File: src/design/video_register_port_macros.svh
// Assertion macros shared by the register port design.
`ifndef VIDEO_REGISTER_PORT_MACROS_SVH
`define VIDEO_REGISTER_PORT_MACROS_SVH

// Condition must never hold outside reset.
`define VRP_NEVER(lbl, clk, rst_n, cond, msg) \
    lbl: assert property (@(posedge clk) disable iff (!rst_n) !(cond)) else $error(msg);

// Antecedent implies consequent in the same cycle.
`define VRP_IMPLIES(lbl, clk, rst_n, ante, cons, msg) \
    lbl: assert property (@(posedge clk) disable iff (!rst_n) (ante) |-> (cons)) \
        else $error(msg);

// Antecedent implies consequent in the next cycle.
`define VRP_NEXT(lbl, clk, rst_n, ante, cons, msg) \
    lbl: assert property (@(posedge clk) disable iff (!rst_n) (ante) |=> (cons)) \
        else $error(msg);

`endif

File: src/design/vrp_pkg.sv
// Shared types, codes and helper functions of the register port.
package vrp_pkg;

    localparam int unsigned NAME_BYTES_DEF = 2048;
    localparam int unsigned SPRITE_BYTES   = 256;
    localparam int unsigned SPRITE_AW      = 8;
    localparam int unsigned PAL_BYTES      = 32;
    localparam int unsigned PAL_AW         = 5;

    localparam logic [13:0] PAL_BASE = 14'h3F00;

    typedef enum logic [1:0] {
        OP_READ     = 2'd0,
        OP_WRITE    = 2'd1,
        OP_VBL_SET  = 2'd2,
        OP_VBL_CLR  = 2'd3
    } t_op;

    localparam logic [2:0] REG_CTRL   = 3'd0;
    localparam logic [2:0] REG_MASK   = 3'd1;
    localparam logic [2:0] REG_STATUS = 3'd2;
    localparam logic [2:0] REG_SPADDR = 3'd3;
    localparam logic [2:0] REG_SPDATA = 3'd4;
    localparam logic [2:0] REG_SCROLL = 3'd5;
    localparam logic [2:0] REG_ADDR   = 3'd6;
    localparam logic [2:0] REG_DATA   = 3'd7;

    localparam logic [2:0] MIR_HORIZ  = 3'd0;
    localparam logic [2:0] MIR_VERT   = 3'd1;
    localparam logic [2:0] MIR_LOW    = 3'd2;
    localparam logic [2:0] MIR_HIGH   = 3'd3;
    localparam logic [2:0] MIR_FOUR   = 3'd4;

    // How the second stage forms the read byte and the buffer.
    typedef enum logic [2:0] {
        K_FIXED,
        K_BUF_PAT,
        K_BUF_NAME,
        K_PAL,
        K_SPR
    } t_kind;

    // Physical table for a logical table quadrant.
    function automatic logic [1:0] table_sel(input logic [2:0] mode, input logic [1:0] quad);
        logic [1:0] sel;
        begin
            unique case (mode)
                MIR_VERT: sel = {1'b0, quad[0]};
                MIR_LOW:  sel = 2'd0;
                MIR_HIGH: sel = 2'd1;
                MIR_FOUR: sel = quad;
                default:  sel = {1'b0, quad[1]};
            endcase
            return sel;
        end
    endfunction

    // Raw name-table offset before the wrap to the memory size.
    function automatic logic [11:0] name_raw(input logic [2:0] mode, input logic [11:0] a);
        return {table_sel(mode, a[11:10]), a[9:0]};
    endfunction

    // Palette entry with the backdrop aliases folded down.
    function automatic logic [4:0] pal_index(input logic [4:0] a);
        logic [4:0] idx;
        begin
            idx = a;
            if (a[4] && (a[1:0] == 2'd0)) begin
                idx[4] = 1'b0;
            end
            return idx;
        end
    endfunction

endpackage

File: src/design/vrp_flag_ram.sv
// Small synchronous RAM whose entries read as zero until written.
module vrp_flag_ram #(
    parameter int unsigned DEPTH = vrp_pkg::PAL_BYTES
) (
    input  logic                     i_clk,
    input  logic                     i_rst_n,
    input  logic                     i_we,
    input  logic                     i_re,
    input  logic [$clog2(DEPTH)-1:0] i_addr,
    input  logic [7:0]               i_wdata,
    output logic [7:0]               o_rdata
);
    import vrp_pkg::*;

    logic [7:0]       r_mem [DEPTH];
    logic [DEPTH-1:0] r_valid;
    logic [7:0]       r_rdata;

    // Clear the written marks at reset, set them on each write.
    always_ff @(posedge i_clk) begin
        if (!i_rst_n) begin
            r_valid <= '0;
        end else if (i_we) begin
            r_valid[i_addr] <= 1'b1;
        end
    end

    // Write and registered read; unwritten entries read as zero.
    always_ff @(posedge i_clk) begin
        if (i_we) begin
            r_mem[i_addr] <= i_wdata;
        end
        if (i_re) begin
            r_rdata <= r_valid[i_addr] ? r_mem[i_addr] : 8'd0;
        end
    end

    assign o_rdata = r_rdata;

endmodule

File: config.mk
export PLATFORM = sky130hd
export DESIGN_NAME = vrp_flag_ram
export DESIGN_NICKNAME = d
export VERILOG_FILES = /design/src/design/video_register_port_macros.svh /design/src/design/vrp_pkg.sv /design/src/design/vrp_flag_ram.sv
export SDC_FILE = /design/constraint.sdc
export NUM_CORES = 1
export LEC_CHECK = 0
export ABC_CLOCK_PERIOD_IN_PS = 2400
export BUFFER_PORTS_ARGS = -buffer_cell sky130_fd_sc_hd__buf_2
export CORE_MARGIN = 3
export CORE_UTILIZATION = 30
export DETAILED_ROUTE_END_ITERATION = 16
export PLACE_DENSITY = 0.44
export SYNTH_ARGS = -nofsm -noshare
export SYNTH_HDL_FRONTEND = slang
export SYNTH_SLANG_ARGS = --single-unit
File: constraint.sdc
create_clock -name i_clk -period 2.4 [get_ports i_clk]
set_input_delay 0.36 -clock i_clk [delete_from_list [all_inputs] [get_ports i_clk]]
set_output_delay 0.36 -clock i_clk [all_outputs]
set_load 0.1 [all_outputs]
==> results of run 1 <==
## per-stage QoR
stage	setup WS, ps	cells
floorplan	60.2	672
global placement	-427	1232
detailed placement	-408	1232
CTS	181	1286
global route	99.8	1286
finish	88.3	1287
## layout make-up
class                   count  area, um2  share of cell area
clock inverters            14        170              0.0125
well taps                 511        639              0.0471
diodes                      1       2.50            0.000184
flip-flops and latches    296       8570               0.632
repair buffers             89        654              0.0482
multi-input cells         336       2720               0.201
clock buffers              40        810              0.0597
## metal layers
metal / vias to the layer above / wire [um]
li1: 2851 / -
met1: 3139 / 13300
met2: 120 / 12900
met3: 39 / 1450
met4: 0 / 648
met5: - / 0
## where the power goes
group | internal (mW) | leakage, nW | switching (mW)
sequential | 5.67 | 2.65 | 0.0177
clock | 2.78 | 0.481 | 1.86
combinational | 0.181 | 1.59 | 0.382
## cell families after synthesis
logic type | after synthesis | share of synthesized area
muxes | 144 | 0.125
DFF | 296 | 0.744
AOI/OAI and AO/OA | 112 | 0.0660
and+or+nand+nor | 80 | 0.0452
buffers and inverters | 40 | 0.0202
## worst max-delay path: stages
cell and delay (ps):
clkbuf_8 320, buf_4 390, mux2i_1 250, o22ai_1 180, nor4_1 920, a21oi_2 90
## cell usage after synthesis
| master | n | share of area |
|---|---|---|
| nand3_1 | 2 | 0.00087 |
| nand4b_1 | 2 | 0.0015 |
| or3b_2 | 3 | 0.0023 |
| a21oi_2 | 8 | 0.0061 |
| buf_6 | 5 | 0.0049 |
| edfxtp_1 | 264 | 0.69 |
| nor2_8 | 1 | 0.0017 |
| nor3_1 | 4 | 0.0017 |
| nand2_1 | 2 | 0.00065 |
| or4_1 | 1 | 0.00065 |
| nand4_1 | 1 | 0.00054 |
| clkbuf_1 | 5 | 0.0016 |
| nand4bb_1 | 3 | 0.0029 |
| buf_4 | 3 | 0.0020 |
| buf_2 | 24 | 0.010 |
| nand4b_2 | 2 | 0.0026 |
| or4b_1 | 4 | 0.0035 |
| dfxtp_1 | 32 | 0.056 |
| clkbuf_2 | 3 | 0.0013 |
| nor2_1 | 29 | 0.0094 |
| nand3b_1 | 4 | 0.0026 |
| mux2i_1 | 144 | 0.13 |
| o22ai_1 | 72 | 0.039 |
| o21a_1 | 32 | 0.021 |
| or4_4 | 2 | 0.0020 |
| or3_1 | 1 | 0.00054 |
| or4bb_1 | 3 | 0.0029 |
| nor4_1 | 16 | 0.0087 |
## registers in the layout (all words and copies together), names as in the netlist
| name | flops |
|---|---|
| r_mem | 256 |
| r_valid | 32 |
| o_rdata | 8 |
## path summary, 6_finish.rpt
check / startpoint / end / slack [ps] / cells after the start
max: i_addr[1] / o_rdata[6]$_SDFFCE_PN0P_ / 90 / 6
max reg2reg: r_mem[27][5]$_DFFE_PP_ / o_rdata[5]$_SDFFCE_PN0P_ / 310 / 4
min: i_re / o_rdata[0]$_SDFFCE_PN0P_ / 170 / 1
min reg2reg: r_valid[16]$_SDFFE_PN0P_ / r_valid[16]$_SDFFE_PN0P_ / 460 / 1
==> qor.txt, run 1 <==
Initial Util = 0.305
most common cell after layout, fill and taps aside = edfxtp_1
largest net degree at the start of global routing = 35
CTS tree = done
Yosys reg bits = 296
Port Buffers = 24
Final setup viols = 0
Worst-path clk slew = 60 ps
overall routed net length = 28300 um
area growth from synthesis to layout = 17.7%
max cap viols = 0
clock skew = 16.2 ps
vias per cell = 4.78
register area share after synthesis = 0.744
Post-Layout Inst Area = 0.0136 mm2
most frequent cells in the layout = edfxtp_1, mux2i_1, o22ai_1
Synth Cell Area = 0.0115 mm2
Max Slew Vio Count = 0
worst min path class = input port to register
Die ar. = 0.0408 mm2
clock network latency to the later pin of the worst-skew pair = 550 ps
via count = 6149
CP Launch Type = input port
global routing usage on met3 = 0.0258
RD Place Congestion = 0.910
outcome = finished clean
Num CTS Buffers = 30
CTS H-tree lvls = 1
average size of a mapped cell = 17.1 um2
Sink Count = 296
layout cells sized above 1 = 0.190
Arrival @ worst endpoint = 2570 ps
Die Height = 202 um
Fin Setup TNS = 0 ps
first-pass GRT wire length = 42100 um
num rows = 71
Routed WL per cell = 22.0 um
period utilization = 0.963
leakage = 4.72 nW
measured slew at the worst slew-check pin = 1170 ps
Yosys warnings = 0
CTS resizes = 0
GR Layer Usage met1 = 0.197
Core Util, Final = 0.359
initial antenna violation count = 1
I/O pin cnt = 25
Syn Inst Count = 672
post-route minimum period = 2310 ps
Initial DRC Count = 480
DRT antenna net count = 0
Setup crit end kind = register
Hold WS = 169 ps
# fillers = 3547
grt met2 use = 0.216
vias in the first global route = 6384
iteration count of the initial detailed-routing pass = 5
Peak VDD IR = 336 uV
hold_buf cts = 0
CTS root buf = clkbuf_16
Power, Total = 10.9 mW
Netlist cell types = 28
Synthesized Nets = 689
Slew headroom = 0.211
Critical Path RT = 2660 ps
power per cell area = 803 mW/mm2
grt total ovfl = 0
Most Crowded Layer GR = met2
Final nets = 770
worst-case clock buffer depth = 3
All-Layer GR Usage = 0.137
crit-path max FO = 34
Post-CTS Setup Bufs = 0
Die Wd = 202 um
unrepaired setup endpoints after global routing = no
dpl hpwl = 18700 um
CP Class = input port to register
Fmax = 0.433 GHz
DR DRC count = 0
Post-DP Area = 0.0126 mm2
Hold Violations, Final = 0
core area = 0.0378 mm2
No activity file was read; power rests on OpenSTA's default activity.
==> run 2, diff against run 1 <==
Settings changed: ABC_CLOCK_PERIOD_IN_PS 2400 to 2200, PLACE_DENSITY 0.44 to default.
Clock period 2.4 ns to 2.2 ns, I/O delays scaled along.
==> run 2 against run 1 <==
Effect of this change: combinational power is 14% higher; design area is 1.4% higher; cell count is 1.9% higher; wire length is 2.4% lower; sequential share of layout area is 0.90 points lower; sequential cell count stayed put.
==> qor.txt, run 2 (synthesized netlist as in run 1, its figures left out) <==
worst-case clock buffer depth = 3 (unchanged)
unrepaired setup endpoints after global routing = no
most used cell, CP = buf_12
core area = 0.0378 mm2 (unchanged)
DR DRC count = 0 (unchanged)
Max Slew Vio Count = 0 (unchanged)
crit-path max FO = 22 (-35%)
CP Class = input port to register
Initial DRC Count = 548 (+14%)
largest delay contributor family on the critical path = simple AND/OR/NAND/NOR gates
worst hold start = i_re
measured slew at the worst slew-check pin = 873 ps (-300 ps)
CP Launch Type = input port
first-pass GRT wire length = 41200 um (-2.3%)
Arrival @ worst endpoint = 2200 ps (-370 ps)
Die ar. = 0.0408 mm2 (unchanged)
Die Height = 202 um (unchanged)
I/O pin cnt = 25 (unchanged)
grt total ovfl = 0 (unchanged)
Setup crit end kind = register
Post-CTS Setup Bufs = 0 (unchanged)
Reg with most FFs = r_mem
num rows = 71 (unchanged)
Num CTS Buffers = 29 (-3.3%)
clock network latency to the later pin of the worst-skew pair = 560 ps (about the same)
dpl ws = -291 ps (+117 ps)
most frequent cells in the layout = edfxtp_1, mux2i_1, buf_4
Worst R2R Start = r_valid[23]$_SDFFE_PN0P_
max cap viols = 0 (unchanged)
CTS tree = done
via count = 6372 (+3.6%)
vias in the first global route = 6248 (-2.1%)
worst min path class = input port to register
worst-path cell chain = clkbuf_8, buf_12, buf_12, buf_4, mux2i_1, o22ai_1, nor4_1, a21oi_2
iteration count of the initial detailed-routing pass = 5 (unchanged)
Final nets = 794 (+3.1%)
most common cell after layout, fill and taps aside = edfxtp_1
Critical Path RT = 2460 ps (-200 ps)
vias per cell = 4.86 (+1.7%)
period utilization = 0.881
Final setup viols = 0 (unchanged)
Slew headroom = 0.413 (+0.202)
outcome = finished clean
dpl hpwl = 18500 um (-1.2%)
Sink Count = 296 (unchanged)
area growth from synthesis to layout = 19.4%
CP max stage delay = 710 ps (-210 ps)
Fmax = 0.516 GHz
clock skew = 22.3 ps (+6.14 ps)
initial antenna violation count = 1 (unchanged)
setup ws final = 262 ps (+174 ps)
fin cells = 1312 (+1.9%)
largest net degree at the start of global routing = 33 (-5.7%)
Hold Violations, Final = 0 (unchanged)
max reg flops = 256 (unchanged)
CTS H-tree lvls = 1 (unchanged)
placed insts = 1257 (+2.0%)
beginning of the critical path = i_addr[1]
Peak VDD IR = 676 uV (+100%)
power per cell area = 849 mW/mm2 (+5.7%)
DRT antenna net count = 0 (unchanged)
RD Place Congestion = 0.859 (-5.6%)
CP bufs+invs = 4 (+2)
Routed WL per cell = 21.1 um (-4.3%)
Worst-path clk slew = 70 ps (about the same)
leakage = 4.83 nW (+2.4%)
post-route minimum period = 1940 ps
slowest stage cell, crit path = nor4_1
All-Layer GR Usage = 0.133 (-0.00455)
overall routed net length = 27600 um (-2.4%)
Initial Util = 0.305 (unchanged)
Die Wd = 202 um (unchanged)
CTS root buf = clkbuf_16
layout cells sized above 1 = 0.218 (+0.0278)
hold_buf cts = 0 (unchanged)
Port Buffers = 24 (unchanged)
CTS resizes = 0 (unchanged)
# fillers = 3515 (-0.90%)
-- run 2: cell count changes in the layout (fill, tap and decap cells not counted), sizes merged --
cell and delta:
bufinv -1, clkbuf -8, inv +2, clkinv +7, buf +25
-- run 2: cell type report --
type                            count  area (um2)  area share
Antenna cell                        1        2.50    0.000182
Clock buffer                       32         737      0.0535
Timing Repair Buffer              114         892      0.0648
Multi-Input combinational cell    336        2740       0.199
Clock inverter                     22         186      0.0135
Tap cell                          511         639      0.0465
Sequential cell                   296        8570       0.623
-- run 2: stage by stage --
stage                     hold slack [ps]  area [um2]  TNS, ps   util  total power [mW]
final                                 203       13800        0  0.365              11.7
after global routing                  181       13800        0  0.364              12.0
after CTS                             182       13800        0  0.364              11.8
after detailed placement              452       12800    -1380  0.340              6.98
after global placement                446       12800    -1290  0.340              6.97
after floorplan                       429       11500        0      -              6.67
-- run 2: routing by layer --
| metal | share of wire | up-vias | global-route usage |
|---|---|---|---|
| met4 | 0.027 | 0 | 0.0414 |
| met1 | 0.46 | 3251 | 0.187 |
| met2 | 0.46 | 163 | 0.212 |
| li1 | - | 2911 | - |
| met3 | 0.053 | 47 | 0.0221 |
| met5 | 0 | - | 0 |
-- run 2: power breakdown --
part / internal (mW) / switching (mW)
Combinational: 0.230 / 0.414
Clock: 2.76 / 2.07
Sequential: 6.19 / 0.0241
Total: 9.18 / 2.51
-- run 2: final timing paths --
path	end	slack, ps	cells past startpoint
setup / recovery	o_rdata[1]$_SDFFCE_PN0P_	260	8
hold / removal	o_rdata[5]$_SDFFCE_PN0P_	200	1
setup reg to reg	o_rdata[1]$_SDFFCE_PN0P_	290	5
hold reg to reg	r_valid[14]$_SDFFE_PN0P_	460	1
